`config.mk`:
```
export PLATFORM = sky130hd
export DESIGN_NAME = rbi_fifo
export DESIGN_NICKNAME = d
export VERILOG_FILES = /design/src/hw/rtl/rbi_pkg.sv /design/src/hw/rtl/rbi_fifo.sv
export SDC_FILE = /design/constraint.sdc
export NUM_CORES = 1
export LEC_CHECK = 0
export BUFFER_PORTS_ARGS = -buffer_cell sky130_fd_sc_hd__buf_2
export CAP_MARGIN = 10
export CORE_UTILIZATION = 41
export DETAILED_ROUTE_END_ITERATION = 12
export PLACE_DENSITY = 0.64
export REMOVE_ABC_BUFFERS = 1
export SLEW_MARGIN = 25
export SYNTH_ARGS = -nofsm -noshare
export SYNTH_HDL_FRONTEND = slang
export SYNTH_SLANG_ARGS = --single-unit
```
`constraint.sdc`:
```
create_clock -name i_clk -period 11.4 [get_ports i_clk]
set_input_delay 0.57 -clock i_clk [delete_from_list [all_inputs] [get_ports i_clk]]
set_output_delay 0.57 -clock i_clk [all_outputs]
set_load 0.02 [all_outputs]
```
`src/hw/rtl/rbi_pkg.sv`:
```
package rbi_pkg;

    localparam int COORD_W = 32;
    localparam int FRAC_W  = 16;
    localparam int EPS_W   = 17;
    localparam int IDX_W   = 3;

    localparam int BOX_W  = COORD_W + 4;
    localparam int NUM_W  = COORD_W + 5;
    localparam int DEN_W  = COORD_W + 1;
    localparam int QUO_W  = COORD_W - 1;
    localparam int REM_W  = COORD_W + 2;
    localparam int DIV_SH = QUO_W - FRAC_W;
    localparam int DIV_LAT = QUO_W + 1;
    localparam int PROD_W = QUO_W + COORD_W;
    localparam int PS_W   = PROD_W - FRAC_W;
    localparam int P_W    = COORD_W + 3;

    localparam int FIFO_DEPTH = 4;
    localparam int FIFO_AW    = $clog2(FIFO_DEPTH);

    localparam logic signed [COORD_W-1:0] T_MAX = {1'b0, {(COORD_W-1){1'b1}}};
    localparam logic signed [COORD_W-1:0] T_MIN = {1'b1, {(COORD_W-1){1'b0}}};
    localparam logic signed [COORD_W-1:0] T_WITHIN = -(2 ** FRAC_W);
    localparam logic signed [COORD_W-1:0] BOX_LO_RST = -(2 ** (FRAC_W - 1));
    localparam logic signed [COORD_W-1:0] BOX_HI_RST = 2 ** (FRAC_W - 1);
    localparam logic [EPS_W-1:0] EPS_RST = 1;
    localparam logic [P_W-1:0] PROD_CAP = {1'b1, {(P_W-1){1'b0}}};

    typedef enum logic [IDX_W-1:0] {
        CFG_MIN_X = 3'd0,
        CFG_MIN_Y = 3'd1,
        CFG_MIN_Z = 3'd2,
        CFG_MAX_X = 3'd3,
        CFG_MAX_Y = 3'd4,
        CFG_MAX_Z = 3'd5,
        CFG_EPS   = 3'd6
    } t_cfg_idx;

    typedef enum logic [1:0] {
        CLS_WITHIN = 2'd0,
        CLS_BELOW  = 2'd1,
        CLS_ABOVE  = 2'd2
    } t_cls;

    typedef enum logic [1:0] {
        AXIS_X = 2'd0,
        AXIS_Y = 2'd1,
        AXIS_Z = 2'd2
    } t_axis;

    typedef struct packed {
        logic signed [BOX_W-1:0] c2;
        logic signed [BOX_W-1:0] bmin2;
        logic signed [BOX_W-1:0] bmax2;
    } t_box_axis;

    typedef struct packed {
        t_box_axis [2:0]  ax;
        logic [EPS_W-1:0] eps;
    } t_box;

    typedef struct packed {
        logic signed [COORD_W-1:0] o;
        logic                      d_neg;
        logic                      d_zero;
        logic [COORD_W-1:0]        ad;
        logic [NUM_W-1:0]          an;
        logic                      num_neg;
        t_cls                      cls;
        logic                      big;
    } t_task_axis;

    typedef struct packed {
        t_task_axis [2:0] ax;
        logic             in_box;
        t_axis            in_axis;
    } t_task;

    typedef struct packed {
        logic                      hit;
        logic                      from_inside;
        logic signed [COORD_W-1:0] distance;
        logic signed [COORD_W-1:0] point_x;
        logic signed [COORD_W-1:0] point_y;
        logic signed [COORD_W-1:0] point_z;
        t_axis                     normal_axis;
        logic                      normal_negative;
    } t_hit;

    function automatic logic signed [COORD_W-1:0] clamp_coord(
        input logic signed [BOX_W-1:0] v);
        logic signed [COORD_W-1:0] r;
        if (v > BOX_W'(T_MAX)) begin
            r = T_MAX;
        end else if (v < BOX_W'(T_MIN)) begin
            r = T_MIN;
        end else begin
            r = v[COORD_W-1:0];
        end
        return r;
    endfunction

endpackage

```
`src/hw/rtl/rbi_fifo.sv`:
```
module rbi_fifo import rbi_pkg::*; (
    input  logic  i_clk,
    input  logic  i_rst_n,
    input  logic  i_push,
    input  t_task i_data,
    output logic  o_not_full,
    input  logic  i_pop,
    output logic  o_not_empty,
    output t_task o_data
);

    t_task              r_mem [FIFO_DEPTH];
    logic [FIFO_AW-1:0] r_wr;
    logic [FIFO_AW-1:0] r_rd;
    logic [FIFO_AW:0]   r_count;
    logic               push;
    logic               pop;

    assign o_not_full  = (r_count != (FIFO_AW+1)'(FIFO_DEPTH));
    assign o_not_empty = (r_count != '0);
    assign push        = i_push && o_not_full;
    assign pop         = i_pop && o_not_empty;
    assign o_data      = r_mem[r_rd];

    always_ff @(posedge i_clk) begin
        if (!i_rst_n) begin
            r_wr    <= '0;
            r_rd    <= '0;
            r_count <= '0;
        end else begin
            if (push) begin
                r_wr <= r_wr + 1'b1;
            end
            if (pop) begin
                r_rd <= r_rd + 1'b1;
            end
            if (push && !pop) begin
                r_count <= r_count + 1'b1;
            end else if (pop && !push) begin
                r_count <= r_count - 1'b1;
            end
        end
    end

    always_ff @(posedge i_clk) begin
        if (push) begin
            r_mem[r_wr] <= i_data;
        end
    end

endmodule

```
==> flow_summary_export.csv, run 1 <==
group,metric,value,unit
status,outcome,"complete, no violations",
clock_network,clkLatencyLatePin,0.73,ns
grt,grt_pass1_vias,22600,
timing,worst_slew_pin_slew,1.100,ns
synthesis,synth_area,47230,um^2
die,die_x,341.4,um
critical_path,critPathMaxFanout,100,
critical_path,slowest_stage,"dfxtp_4",
cells_and_area,final_util,0.5024,
timing,rsz0062_at_grt,"false",
power,p_comb_frac,0.246,
power,power.total,13.55,mW
synthesis,syn_avg_cell_area,27.14,um^2
cells_and_area,mostFrequentLayoutCells,"1296 x edfxtp_1, 653 x buf_2, 324 x mux4_2",
detailed_routing,drc,0,
grt,antenna_found_initial,22,
grt,grt_pass1_wl,144000,um
grt,grt_max_degree,141,
timing,fin_ws,6.764,ns
detailed_routing,wl_per_cell,23.15,um
timing,fmaxAchievable,215.7,MHz
timing,worst_slew_margin_rel,0.2670,
timing,timing.setup.tns,0,ns
critical_path,startpoint_type,"flop",
die,coreArea,114200,um^2
cells_and_area,seq_area,39110,um^2
power,p_per_area,236.2,nW/um^2
die,rows,124,
critical_path,slowest_delay,0.86,ns
hold_path,hp-class,"primary input to flop",
critical_path,worstSetupPathType,"flop to output pin",
grt,grt_usage,0.1651,
placement,gp_congestion,0.7650,
clock_network,htreeDepth,4,
die,fp.dieH,341.4,um
die,initial_core_util,0.4136,
detailed_routing,num_vias,21370,
detailed_routing,drt_pass1_iterations,5,
cells_and_area,n_fill_cell,9047,
placement,place_ws,7.315,ns
clock_network,cts_tree,"done",
power,internal-power,9.641,mW
clock_network,clock_path_buffers,3,
power,power.switching,3.910,mW
synthesis,synth_top_area_frac,0.8240,
clock_network,clock_sinks,1305,
clock_network,numCtsBuffers,136,
critical_path,worstPathRequired,10.83,ns
timing,final_max_slew_viol_count,0,
synthesis,synth_cells,1740,
timing,finalCritPeriodShare,0.4067,
cells_and_area,fin_nets,2897,
cells_and_area,layout_commonest_cell,"edfxtp_1",
timing,period_needed,4.636,ns
synthesis,synth_cell_types,22,
critical_path,crit_path_end_kind,"output pin",
critical_path,crit_chain,"buf_4 > buf_12 > mux4_2 > buf_2",
detailed_routing,ant_nets,0,
placement,hpwl,58170,um
timing,finalSetupViolCount,0,
die,dieArea,116600,um^2
timing,hold_viol_final,0,
grt,gr-total-overflow,0,
cells_and_area,syn_to_final_growth,21.48,%
clock_network,cts.repair.resized,0,
power,ir_drop,0.1579,mV
power,pwr-share-seq,0.442,
timing,skew,0.02493,ns
cells_and_area,drive_gt1_frac,0.4467,
power,p_leak,18.95,nW
detailed_routing,via_per_inst,5.101,
critical_path,worstPathArrival,4.07,ns
detailed_routing,first_iter_violations,1376,
synthesis,synth-warning-count,0,
synthesis,synth_area_leader_cell,"edfxtp_1",
synthesis,ys_top_cells_by_area,"edfxtp_1 82%, mux4_2 15%, buf_6 0.72%",
power,switching_share,0.2886,
power,p_clk_frac,0.313,
placement,portBuffers,653,
cells_and_area,multiInputGateArea,7586,um^2
detailed_routing,totalWireLength,96990,um
job,drv_cap,0,
synthesis,yosys_register_bits,1305,
synthesis,ys_seq_area_frac,0.8278,
clock_network,clk_pin_slew_worst_paths,0.06,ns
clock_network,ctsRootBufferMaster,"clkbuf_16",
die,ios,654,
-- through the flow --
stage	std cells	hold slack, ns	cell area, um^2
after CTS	4172	0.0002469	57250
after global routing	4185	0.007150	57360
after floorplan	1667	0.4677	46680
final	4189	0.06135	57370
after detailed placement	3850	0.4971	52120
after global placement	3850	0.4737	52120
-- layout make-up --
cell class / instances / area share
sequential: 1305 / 0.6816
multi-input combinational: 359 / 0.1322
timing repair buffer: 758 / 0.07764
clock buffer: 177 / 0.06326
tap: 1512 / 0.03297
clock inverter: 62 / 0.01156
antenna: 13 / 0.0005670
inverter: 3 / 0.0001963
-- worst max-delay path, delay by kind of cell, from the launching register on --
family / cells / cell delay [ns]
buffers and inverters: 3 / 1.64
DFF: 1 / 0.86
muxes: 1 / 0.63
-- sequential cells by signal, indices dropped and copies added (netlist names), named ones only --
register,flops
r_count,3
r_rd,2
r_wr,2
r_mem,1296
-- Yosys cell counts --
master	instances
inv_1	3
mux2i_1	3
clkbuf_1	8
nand2_1	5
nor2b_1	1
a21boi_0	1
buf_6	30
o311ai_0	1
mux4_2	324
and2_1	8
dfxtp_1	9
edfxtp_1	1296
nor2_1	1
o21ai_0	1
xnor2_1	3
fa_1	1
o31ai_1	1
xor2_1	1
or3_1	2
ha_1	5
buf_2	35
a21boi_2	1
-- kinds of logic (layout without fill, tap and decap cells) --
logic type / count (synthesis) / count (layout) / synth area share
other cells: 0 / 13 / 0
simple gates: 17 / 17 / 0.001934
fa+ha+maj: 6 / 6 / 0.001749
mux: 327 / 327 / 0.1551
flops: 1305 / 1305 / 0.8278
buf+inv: 76 / 1000 / 0.01174
compound gates: 5 / 5 / 0.0008478
xor+xnor: 4 / 4 / 0.0007419
-- power groups by stage --
stage          sequential [mW]  combinational, mW  clock (mW)
2_1_floorplan             6.44               2.45           0
3_3_place_gp              6.06               3.34           0
3_5_place_dp              6.09               3.36           0
4_1_cts                   5.99               3.40        4.35
5_1_grt                   6.03               3.53        4.52
6_report                  5.98               3.33        4.24
-- path summary, 6_finish.rpt --
kind	startpoint	endpoint	slack (ns)	depth (start not counted)
setup / recovery	flop	o_data[86]	6.76	4
hold / removal	i_data[233]	r_mem[0][233]	0.06	1
setup reg to reg	r_count[0]	r_mem[3][40]	7.56	5
hold reg to reg	r_wr[1]	r_wr[1]	0.52	2
-- routing by layer --
metal | GRT usage | wire length (um) | vias up
li1 | - | - | 9270
met4 | 0.05633 | 2253 | 22
met2 | 0.2753 | 50160 | 707
met1 | 0.2023 | 36710 | 11200
met5 | 0 | 147 | -
met3 | 0.05428 | 7723 | 167
-- repair_timing --
item,CTS,global route
hold buffers,83,0
hold endpoints to repair,266,0
buffers inserted,0,0
Note: power is estimated with default switching activity, not from simulation.
==> run 2: changes to the inputs <==
PLACE_DENSITY = 0.67   (was 0.64)
clock period = 4.1 ns   (was 11.4 ns; I/O delays follow)
==> run 2 against run 1 <==
Compared with the run above: non-clock buffer count grew 306; sequential share of layout area is 3.5 points lower; sequential power rose to 2.8 times the previous value; hold slack better by 0.17 ns; register-to-register slack worse by 5.9 ns; via count up 6.8%; setup slack lost 5.7 ns; combinational power increased to 3.0 times the previous value; cell area up 5.4%; clock skew increased by 0.0061 ns; critical path type unchanged; critical endpoint is now o_data[285].
==> flow_summary_export.csv, run 2 (synthesis results as in run 1) <==
group,metric,value,unit
detailed_routing,via_per_inst,5.084,
placement,portBuffers,653,
detailed_routing,ant_nets,0,
hold_path,hp-class,"primary input to flop",
clock_network,cts.repair.resized,0,
timing,period_needed,3.051,ns
power,ir_drop,0.4974,mV
critical_path,worstSetupPathType,"flop to output pin",
timing,finalCritPeriodShare,0.7442,
critical_path,cp_num_buf_inv,2,
placement,hpwl,65560,um
clock_network,ctsRootBufferMaster,"clkbuf_16",
die,initial_core_util,0.4136,
cells_and_area,seq_area,39110,um^2
grt,gr-total-overflow,0,
die,coreArea,114200,um^2
job,drv_cap,0,
grt,grt_usage,0.1748,
critical_path,critPathTopFamily,"flip-flops",
cells_and_area,layout_commonest_cell,"edfxtp_1",
timing,fmaxAchievable,327.7,MHz
critical_path,slowest_stage,"dfxtp_4",
critical_path,crit_path_end_kind,"output pin",
timing,timing.setup.tns,0,ns
detailed_routing,drc,0,
cells_and_area,largest-register,"r_mem",
critical_path,slowest_delay,0.97,ns
detailed_routing,first_iter_violations,1459,
clock_network,clk_pin_slew_worst_paths,0.06,ns
die,fp.dieH,341.4,um
placement,gp_congestion,0.7903,
power,p_leak,20.33,nW
detailed_routing,wl_per_cell,22.86,um
clock_network,numCtsBuffers,136,
power,p_per_area,631.1,nW/um^2
timing,final_max_slew_viol_count,0,
detailed_routing,drt_pass1_iterations,5,
cells_and_area,n_fill_cell,8680,
timing,worst_slew_margin_rel,0.3572,
die,rows,124,
cells_and_area,mostFrequentLayoutCells,"1296 x edfxtp_1, 653 x buf_2, 328 x dlygate4sd3_1",
grt,antenna_found_initial,10,
detailed_routing,num_vias,22820,
critical_path,critPathMaxFanout,49,
die,die_x,341.4,um
detailed_routing,totalWireLength,102600,um
timing,rsz0062_at_grt,"false",
die,ios,654,
cells_and_area,multiInputGateArea,7586,um^2
status,outcome,"complete, no violations",
grt,grt_pass1_wl,152300,um
clock_network,clock_path_buffers,3,
clock_network,cts_tree,"done",
critical_path,startpoint_type,"flop",
timing,hold_viol_final,0,
clock_network,post_cts_buffers,0,
clock_network,clkLatencyLatePin,0.73,ns
die,dieArea,116600,um^2
cells_and_area,fin_nets,3203,
cells_and_area,reg.largest.list,"r_mem x1296, r_count x3",
cells_and_area,syn_to_final_growth,27.99,%
clock_network,clock_sinks,1305,
grt,grt_pass1_vias,24820,
timing,finalSetupViolCount,0,
timing,skew,0.03107,ns
critical_path,crit_chain,"buf_4 > mux4_2 > buf_2",
cells_and_area,largest_reg_flops,1296,
cells_and_area,drive_gt1_frac,0.4194,
critical_path,worstPathArrival,2.85,ns
grt,grt_max_degree,94,
critical_path,worstPathRequired,3.89,ns
timing,worst_hold_slack,0.2340,ns
timing,worst_slew_pin_slew,0.9642,ns
clock_network,htreeDepth,4,
[run 2: final timing paths]
check / from / end / slack [ns] / cells past startpoint
max: flop / o_data[285] / 1.05 / 3
min: i_data[297] / r_mem[2][297] / 0.23 / 2
max reg2reg: r_count[1] / r_mem[3][159] / 1.64 / 4
min reg2reg: r_wr[1] / r_wr[1] / 0.53 / 2
[run 2: routing by layer]
layer,routed length [um],GRT usage
met4,2692,0.06157
met5,55,0
met3,7579,0.04900
met2,53200,0.2979
met1,39090,0.2134
[run 2: worst reg2reg max path, cell delays in order (launching register included)]
cell and delay (ns):
dfxtp_1 0.43, nor2_1 0.11, a21boi_2 0.35, and2_4 0.53, buf_12 0.51
[run 2: final cells by class]
| class | count | share of cell area |
|---|---|---|
| sequential | 1305 | 0.6469 |
| clock inverter | 70 | 0.01103 |
| multi-input combinational | 359 | 0.1255 |
| inverter | 3 | 0.0001863 |
| timing repair buffer | 1064 | 0.1255 |
| tap | 1512 | 0.03130 |
| antenna | 6 | 0.0002484 |
| clock buffer | 170 | 0.05928 |
[run 2: where the power goes]
part / internal, mW / switching, mW
logic: 4.16 / 5.76
registers: 16.2 / 0.393
clock network: 6.74 / 4.92
total: 27.1 / 11.1
[run 2: what timing repair did]
item | in CTS | in global routing
hold endpoints to repair | 1305 | 0
hold buffers | 328 | 0
endpoints found under the setup margin | 0 | 0
[run 2: metrics by stage]
step	instance area [um^2]	total power, mW	util	setup WS (ns)	instances
after floorplan	46680	21.84	-	-10.47	1667
after global placement	52900	26.44	0.4632	1.690	3915
after detailed placement	52900	26.64	0.4632	1.624	3915
after CTS	60430	38.64	0.5292	0.9066	4483
after global routing	60450	39.57	0.5294	0.8628	4489
final	60450	38.15	0.5294	1.049	4489
