File: src/hw/rtl/rbi_pkg.sv
package rbi_pkg;

    localparam int COORD_W = 32;
    localparam int FRAC_W  = 16;
    localparam int EPS_W   = 17;
    localparam int IDX_W   = 3;

    localparam int BOX_W  = COORD_W + 4;
    localparam int NUM_W  = COORD_W + 5;
    localparam int DEN_W  = COORD_W + 1;
    localparam int QUO_W  = COORD_W - 1;
    localparam int REM_W  = COORD_W + 2;
    localparam int DIV_SH = QUO_W - FRAC_W;
    localparam int DIV_LAT = QUO_W + 1;
    localparam int PROD_W = QUO_W + COORD_W;
    localparam int PS_W   = PROD_W - FRAC_W;
    localparam int P_W    = COORD_W + 3;

    localparam int FIFO_DEPTH = 4;
    localparam int FIFO_AW    = $clog2(FIFO_DEPTH);

    localparam logic signed [COORD_W-1:0] T_MAX = {1'b0, {(COORD_W-1){1'b1}}};
    localparam logic signed [COORD_W-1:0] T_MIN = {1'b1, {(COORD_W-1){1'b0}}};
    localparam logic signed [COORD_W-1:0] T_WITHIN = -(2 ** FRAC_W);
    localparam logic signed [COORD_W-1:0] BOX_LO_RST = -(2 ** (FRAC_W - 1));
    localparam logic signed [COORD_W-1:0] BOX_HI_RST = 2 ** (FRAC_W - 1);
    localparam logic [EPS_W-1:0] EPS_RST = 1;
    localparam logic [P_W-1:0] PROD_CAP = {1'b1, {(P_W-1){1'b0}}};

    typedef enum logic [IDX_W-1:0] {
        CFG_MIN_X = 3'd0,
        CFG_MIN_Y = 3'd1,
        CFG_MIN_Z = 3'd2,
        CFG_MAX_X = 3'd3,
        CFG_MAX_Y = 3'd4,
        CFG_MAX_Z = 3'd5,
        CFG_EPS   = 3'd6
    } t_cfg_idx;

    typedef enum logic [1:0] {
        CLS_WITHIN = 2'd0,
        CLS_BELOW  = 2'd1,
        CLS_ABOVE  = 2'd2
    } t_cls;

    typedef enum logic [1:0] {
        AXIS_X = 2'd0,
        AXIS_Y = 2'd1,
        AXIS_Z = 2'd2
    } t_axis;

    typedef struct packed {
        logic signed [BOX_W-1:0] c2;
        logic signed [BOX_W-1:0] bmin2;
        logic signed [BOX_W-1:0] bmax2;
    } t_box_axis;

    typedef struct packed {
        t_box_axis [2:0]  ax;
        logic [EPS_W-1:0] eps;
    } t_box;

    typedef struct packed {
        logic signed [COORD_W-1:0] o;
        logic                      d_neg;
        logic                      d_zero;
        logic [COORD_W-1:0]        ad;
        logic [NUM_W-1:0]          an;
        logic                      num_neg;
        t_cls                      cls;
        logic                      big;
    } t_task_axis;

    typedef struct packed {
        t_task_axis [2:0] ax;
        logic             in_box;
        t_axis            in_axis;
    } t_task;

    typedef struct packed {
        logic                      hit;
        logic                      from_inside;
        logic signed [COORD_W-1:0] distance;
        logic signed [COORD_W-1:0] point_x;
        logic signed [COORD_W-1:0] point_y;
        logic signed [COORD_W-1:0] point_z;
        t_axis                     normal_axis;
        logic                      normal_negative;
    } t_hit;

    function automatic logic signed [COORD_W-1:0] clamp_coord(
        input logic signed [BOX_W-1:0] v);
        logic signed [COORD_W-1:0] r;
        if (v > BOX_W'(T_MAX)) begin
            r = T_MAX;
        end else if (v < BOX_W'(T_MIN)) begin
            r = T_MIN;
        end else begin
            r = v[COORD_W-1:0];
        end
        return r;
    endfunction

endpackage

File: src/hw/rtl/rbi_ray_if.sv
interface rbi_ray_if import rbi_pkg::*; ();
    logic                      valid;
    logic                      ready;
    logic signed [COORD_W-1:0] origin_x;
    logic signed [COORD_W-1:0] origin_y;
    logic signed [COORD_W-1:0] origin_z;
    logic signed [COORD_W-1:0] dir_x;
    logic signed [COORD_W-1:0] dir_y;
    logic signed [COORD_W-1:0] dir_z;

    modport source (output valid, output origin_x, output origin_y, output origin_z,
                    output dir_x, output dir_y, output dir_z, input ready);
    modport sink (input valid, input origin_x, input origin_y, input origin_z,
                  input dir_x, input dir_y, input dir_z, output ready);
endinterface

File: src/hw/rtl/rbi_front.sv
module rbi_front import rbi_pkg::*; (
    input  logic      i_clk,
    input  logic      i_rst_n,
    rbi_ray_if.sink   i_ray,
    input  t_box      i_box,
    output logic      o_task_valid,
    input  logic      i_task_ready,
    output t_task     o_task
);

    logic                      r_valid;
    logic signed [COORD_W-1:0] r_o [3];
    logic signed [COORD_W-1:0] r_d [3];

    logic signed [BOX_W-1:0]   o2 [3];
    logic signed [BOX_W-1:0]   cand2 [3];
    logic signed [NUM_W-1:0]   num [3];
    logic [BOX_W:0]            m [3];
    logic signed [BOX_W:0]     md [3];
    logic                      in_box;

    assign i_ray.ready  = !r_valid || i_task_ready;
    assign o_task_valid = r_valid;

    always_ff @(posedge i_clk) begin
        if (!i_rst_n) begin
            r_valid <= 1'b0;
        end else if (i_ray.ready) begin
            r_valid <= i_ray.valid;
        end
    end

    always_ff @(posedge i_clk) begin
        if (i_ray.valid && i_ray.ready) begin
            r_o[0] <= i_ray.origin_x;
            r_o[1] <= i_ray.origin_y;
            r_o[2] <= i_ray.origin_z;
            r_d[0] <= i_ray.dir_x;
            r_d[1] <= i_ray.dir_y;
            r_d[2] <= i_ray.dir_z;
        end
    end

    always_comb begin
        in_box = 1'b1;
        for (int i = 0; i < 3; i++) begin
            o2[i] = BOX_W'(r_o[i]) <<< 1;
            o_task.ax[i].o      = r_o[i];
            o_task.ax[i].d_neg  = r_d[i][COORD_W-1];
            o_task.ax[i].d_zero = (r_d[i] == '0);
            o_task.ax[i].ad     = r_d[i][COORD_W-1] ? COORD_W'(-r_d[i]) : r_d[i];
            o_task.ax[i].big    = o_task.ax[i].ad > COORD_W'(i_box.eps);
            if (o2[i] < i_box.ax[i].bmin2) begin
                o_task.ax[i].cls = CLS_BELOW;
                cand2[i] = i_box.ax[i].bmin2;
                in_box = 1'b0;
            end else if (o2[i] > i_box.ax[i].bmax2) begin
                o_task.ax[i].cls = CLS_ABOVE;
                cand2[i] = i_box.ax[i].bmax2;
                in_box = 1'b0;
            end else begin
                o_task.ax[i].cls = CLS_WITHIN;
                cand2[i] = '0;
            end
            num[i] = NUM_W'(cand2[i]) - NUM_W'(o2[i]);
            o_task.ax[i].num_neg = num[i][NUM_W-1];
            o_task.ax[i].an = num[i][NUM_W-1] ? NUM_W'(-num[i]) : NUM_W'(num[i]);
            md[i] = (BOX_W+1)'(o2[i]) - (BOX_W+1)'(i_box.ax[i].c2);
            m[i]  = md[i][BOX_W] ? (BOX_W+1)'(-md[i]) : (BOX_W+1)'(md[i]);
        end
        o_task.in_box = in_box;
        if (m[0] > m[1] && m[0] > m[2]) begin
            o_task.in_axis = AXIS_X;
        end else if (m[1] > m[0] && m[1] > m[2]) begin
            o_task.in_axis = AXIS_Y;
        end else begin
            o_task.in_axis = AXIS_Z;
        end
    end

endmodule

File: src/flat_wrapper.sv
// flat-port wrapper written by rule: the top's interface ports become plain ports
module rbi_front_flat import rbi_pkg::*;
  (i_clk, i_rst_n, i_box, o_task_valid, i_task_ready, o_task, i_ray_valid, i_ray_origin_x, i_ray_origin_y, i_ray_origin_z, i_ray_dir_x, i_ray_dir_y, i_ray_dir_z, i_ray_ready);
  rbi_ray_if i_ray_i ();
  input  logic i_clk;
  input  logic i_rst_n;
  input  t_box i_box;
  output logic o_task_valid;
  input  logic i_task_ready;
  output t_task o_task;
  input wire logic [$bits(i_ray_i.valid)-1:0] i_ray_valid;
  input wire logic [$bits(i_ray_i.origin_x)-1:0] i_ray_origin_x;
  input wire logic [$bits(i_ray_i.origin_y)-1:0] i_ray_origin_y;
  input wire logic [$bits(i_ray_i.origin_z)-1:0] i_ray_origin_z;
  input wire logic [$bits(i_ray_i.dir_x)-1:0] i_ray_dir_x;
  input wire logic [$bits(i_ray_i.dir_y)-1:0] i_ray_dir_y;
  input wire logic [$bits(i_ray_i.dir_z)-1:0] i_ray_dir_z;
  output wire logic [$bits(i_ray_i.ready)-1:0] i_ray_ready;
  assign i_ray_i.valid = i_ray_valid;
  assign i_ray_i.origin_x = i_ray_origin_x;
  assign i_ray_i.origin_y = i_ray_origin_y;
  assign i_ray_i.origin_z = i_ray_origin_z;
  assign i_ray_i.dir_x = i_ray_dir_x;
  assign i_ray_i.dir_y = i_ray_dir_y;
  assign i_ray_i.dir_z = i_ray_dir_z;
  assign i_ray_ready = i_ray_i.ready;
  rbi_front u_core (.i_clk(i_clk), .i_rst_n(i_rst_n), .i_ray(i_ray_i), .i_box(i_box), .o_task_valid(o_task_valid), .i_task_ready(i_task_ready), .o_task(o_task));
endmodule
File: config.mk
export PLATFORM = sky130hd
export DESIGN_NAME = rbi_front_flat
export DESIGN_NICKNAME = d
export VERILOG_FILES = /design/src/hw/rtl/rbi_pkg.sv /design/src/hw/rtl/rbi_ray_if.sv /design/src/hw/rtl/rbi_front.sv /design/src/flat_wrapper.sv
export SDC_FILE = /design/constraint.sdc
export NUM_CORES = 2
export LEC_CHECK = 0
export BUFFER_PORTS_ARGS = -buffer_cell sky130_fd_sc_hd__clkbuf_2
export CAP_MARGIN = 20
export CORE_ASPECT_RATIO = 0.9
export CORE_MARGIN = 5
export CORE_UTILIZATION = 30
export CTS_CLUSTER_DIAMETER = 80
export CTS_CLUSTER_SIZE = 12
export DETAILED_ROUTE_END_ITERATION = 16
export PLACE_DENSITY = 0.58
export SYNTH_ARGS = -nofsm -noshare
export SYNTH_HDL_FRONTEND = slang
export SYNTH_SLANG_ARGS = --single-unit
File: constraint.sdc
create_clock -name i_clk -period 14.75 [get_ports i_clk]
set_input_delay 0.7375 -clock i_clk [delete_from_list [all_inputs] [get_ports i_clk]]
set_output_delay 0.7375 -clock i_clk [all_outputs]
set_load 0.005 [all_outputs]
==> flow_summary_export.csv <==
group,metric,value,unit
cts,cts_made_buffers,17,
detailed_routing,wl,155000,microns
global_route,grt_pass1_vias,37200,
sta,hold_viol_final,0,
detailed_routing,wl_met2,73600,microns
floorplan,initial_core_util,0.301,
detailed_routing,drc,0,
yosys,yosys.cell_types.count,100,
sta,setup_violations,0,
yosys,ys_seq_area_frac,0.157,
sta,finClkSkew,0.0155,ns
setup_path,arrival,8.99,ns
cells_and_area,final_common_cell,"clkbuf_2",
power_and_ir_drop,p_switching,0.00226,W
sta,final.period_utilization,0.660,
floorplan,die_area,130000,sq um
cts,cts_hold_buf,0,
cts,clockRootBuffer,"clkbuf_16",
power_and_ir_drop,p_int,0.00217,W
detailed_routing,met3_length,8990,microns
yosys,synth_top_family_by_area,"compound AO/OA/AOI/OAI gates",
cts,tritoncts,"done",
yosys,syn-cell-area,36900,sq um
setup_path,startpoint_type,"register",
place,placed_area,42900,sq um
place,port-buffer-count,862,
sta,rsz0062_at_grt,"no",
cts,cts_setup_buffers,0,
cts,clkTransAtPathRegs,0.10,ns
global_route,grt_util_all_layers,0.226,
yosys,synth_nets,5956,
power_and_ir_drop,ir_drop,103,uV
global_route,overflow,0,
sta,slew_violations,0,
hold_path,hold_path.class,"input pin to register",
yosys,yosysTopAreaCell,"ha_1",
cells_and_area,fin_util,0.356,
detailed_routing,initialDrtViolationCount,2676,
yosys,synth_top_area_frac,0.200,
run_status,status,"finished, final reports clean",
detailed_routing,wire_per_inst,21.4,microns
power_and_ir_drop,power-per-cell-area,102,nW/um^2
floorplan,die_h,343,microns
floorplan,die_x,380,microns
power_and_ir_drop,p_leak,20.8,nW
cts,clock_latency,0.56,ns
yosys,synth_fa_ha_area_frac,0.204,
cells_and_area,final_cell_mix,"clkbuf_2, ha_1, inv_1",
power_and_ir_drop,switching_share,0.510,
yosys,synth_edf_count,192,
floorplan,fp.coreArea,123000,sq um
yosys,ys_warn_count,0,
global_route,antenna_found_initial,39,
setup_path,cp_max_fo,36,
power_and_ir_drop,clkPwrFrac,0.119,
place,dp_slack,5.58,ns
sta,relSlewSlack,0.274,
sta,setup_tns,0,ns
detailed_routing,num_vias,39000,
sta,setup_slack,5.02,ns
yosys,ys_seq_elements,193,
floorplan,io_pins,863,
detailed_routing,first_pass_iters,5,
power_and_ir_drop,pwr-share-comb,0.721,
setup_path,critical_path_class,"register to primary output",
yosys,synthArstFlopShare,0,
yosys,ys.flop_type,"edfxtp_1",
sta,fin_crit,9.73,ns
cts,htree_levels,4,
place,dp.cells,7176,
cts,clock-sinks,193,
detailed_routing,highest_layer,"met5",
sta,tightest_slew,1.09,ns
job,maxCapViolations,0,
yosys,synth-xor-area-share,0.113,
cts,cts-resized-gates,0,
setup_path,end_kind,"primary output",
yosys,yosys.area_share.simple,0.195,
sta,fmax,103,MHz
floorplan,std_cell_rows,122,
detailed_routing,antenna_left,0,
setup_path,cp.required,14.01,ns
place,routabilityCongestion,0.962,
yosys,synth_compound_gate_area_share,0.260,
global_route,grt_start_max_net_pins,73,
global_route,grt_pass1_wl,228000,microns
yosys,avgSynthCellArea,7.66,sq um
detailed_routing,wl_met1,67300,microns
cells_and_area,fin_area,43600,sq um
place,dp_hpwl,135000,microns
yosys,synth_cells,4822,
cells_and_area,fin_cells,7237,
cells_and_area,nFillCells,13000,
detailed_routing,routed_via_density,5.39,
cts,cts_buffer_depth,2,
cells_and_area,fin_nets,6717,
yosys,muxShareOfSynthArea,0.00390,
cells_and_area,drive_gt1_frac,0.177,
power_and_ir_drop,seqPwrFrac,0.160,
cells_and_area,syn_to_final_growth,18.0,%
yosys,yosys-top-cells-area,"ha_1, edfxtp_1, xnor2_1, inv_1, a21oi_1",
[registers in the layout (all words and copies together), names as in the netlist]
name                 cells
u_core.r_d              96
u_core.r_o              96
u_core.o_task_valid      1
[power groups by stage]
| stage | combinational [W] | clock [W] | sequential, W |
|---|---|---|---|
| 2_1_floorplan | 0.00209 | 0 | 0.000693 |
| 3_3_place_gp | 0.00313 | 0 | 0.000720 |
| 3_5_place_dp | 0.00316 | 0 | 0.000720 |
| 4_1_cts | 0.00318 | 0.000547 | 0.000708 |
| 5_1_grt | 0.00353 | 0.000562 | 0.000711 |
| 6_report | 0.00319 | 0.000528 | 0.000707 |
[worst max-delay path, stage by stage, from the launching register on]
cell and delay [ns]:
edfxtp_1 0.66, ha_1 0.58, and4_1 0.26, nand4_1 0.19, nor4_1 0.73, a21oi_1 0.21
xor2_1 0.17, o21ai_0 0.24, nor2_4 0.81, a22o_1 0.27, ha_1 0.23, nor2b_1 0.16
o31ai_1 0.33, a21oi_1 0.21, a221oi_1 0.60, o21ai_0 0.38, a21boi_0 0.31, xnor2_1 0.17
or4_1 0.61, nor4_1 0.50, nand3_1 0.13, nor4_1 0.48, clkbuf_2 0.22
[metal layers]
metal  GRT usage  vias to the layer above
li1            -                    19200
met2       0.388                     1263
met3      0.0401                      220
met5           0                        -
met4      0.0771                       12
met1       0.286                    18300
[stage by stage]
step           hold slack (ns)  total power (W)
2_1_floorplan            0.537          0.00278
3_3_place_gp             0.689          0.00385
3_5_place_dp             0.706          0.00388
4_1_cts                  0.297          0.00443
5_1_grt                  0.318          0.00480
6_report                 0.346          0.00443
[worst paths after layout]
| check | startpoint | end | slack [ns] | cells past startpoint |
|---|---|---|---|---|
| max | u_core.r_o[0][31] | o_task[43] | 5.02 | 22 |
| min | i_ray_dir_x[22] | u_core.r_d[0][22] | 0.35 | 1 |
| max reg2reg | u_core.o_task_valid | u_core.r_o[0][84] | 11.90 | 3 |
| min reg2reg | u_core.o_task_valid | u_core.o_task_valid | 0.70 | 2 |
[cell type report]
type	instances	area, sq um	area share
Antenna cell	29	72.6	0.00167
Sequential cell	193	5790	0.133
Clock buffer	17	425	0.00976
Clock inverter	15	200	0.00459
Timing Repair Buffer	882	4460	0.102
Tap cell	1612	2020	0.0463
Inverter	523	1960	0.0450
Multi-Input combinational cell	3966	28600	0.657
[synth_stat cells, types with 16 or more instances]
cell type,n
a31oi_1,48
a22o_1,37
nand3_1,93
a211oi_1,39
nor3_1,110
o31ai_1,63
xor2_1,157
a21boi_0,17
xnor2_1,317
nor2b_1,79
or4_1,36
o41ai_1,22
and4_1,20
o211ai_1,45
or3_1,45
a21o_1,160
o21ai_0,319
o21a_1,82
o21bai_1,31
edfxtp_1,192
nand2_1,395
clkbuf_1,123
nand4_1,99
or2_2,25
and2_1,37
inv_1,521
o22ai_1,39
nand2b_1,60
and3_1,29
o2111ai_1,16
a21oi_1,366
nor4_1,42
nor2_1,279
ha_1,591
[cells by family after synthesis]
| kind of cell | after synthesis |
|---|---|
| adder cells (fa/ha/maj) | 597 |
| buffers and inverters | 663 |
| flip-flops | 193 |
| AND/OR/NAND/NOR | 1417 |
| AO/OA/AOI/OAI | 1463 |
| XOR/XNOR | 475 |
| multiplexers | 14 |
No activity file was read; power rests on OpenSTA's default activity.
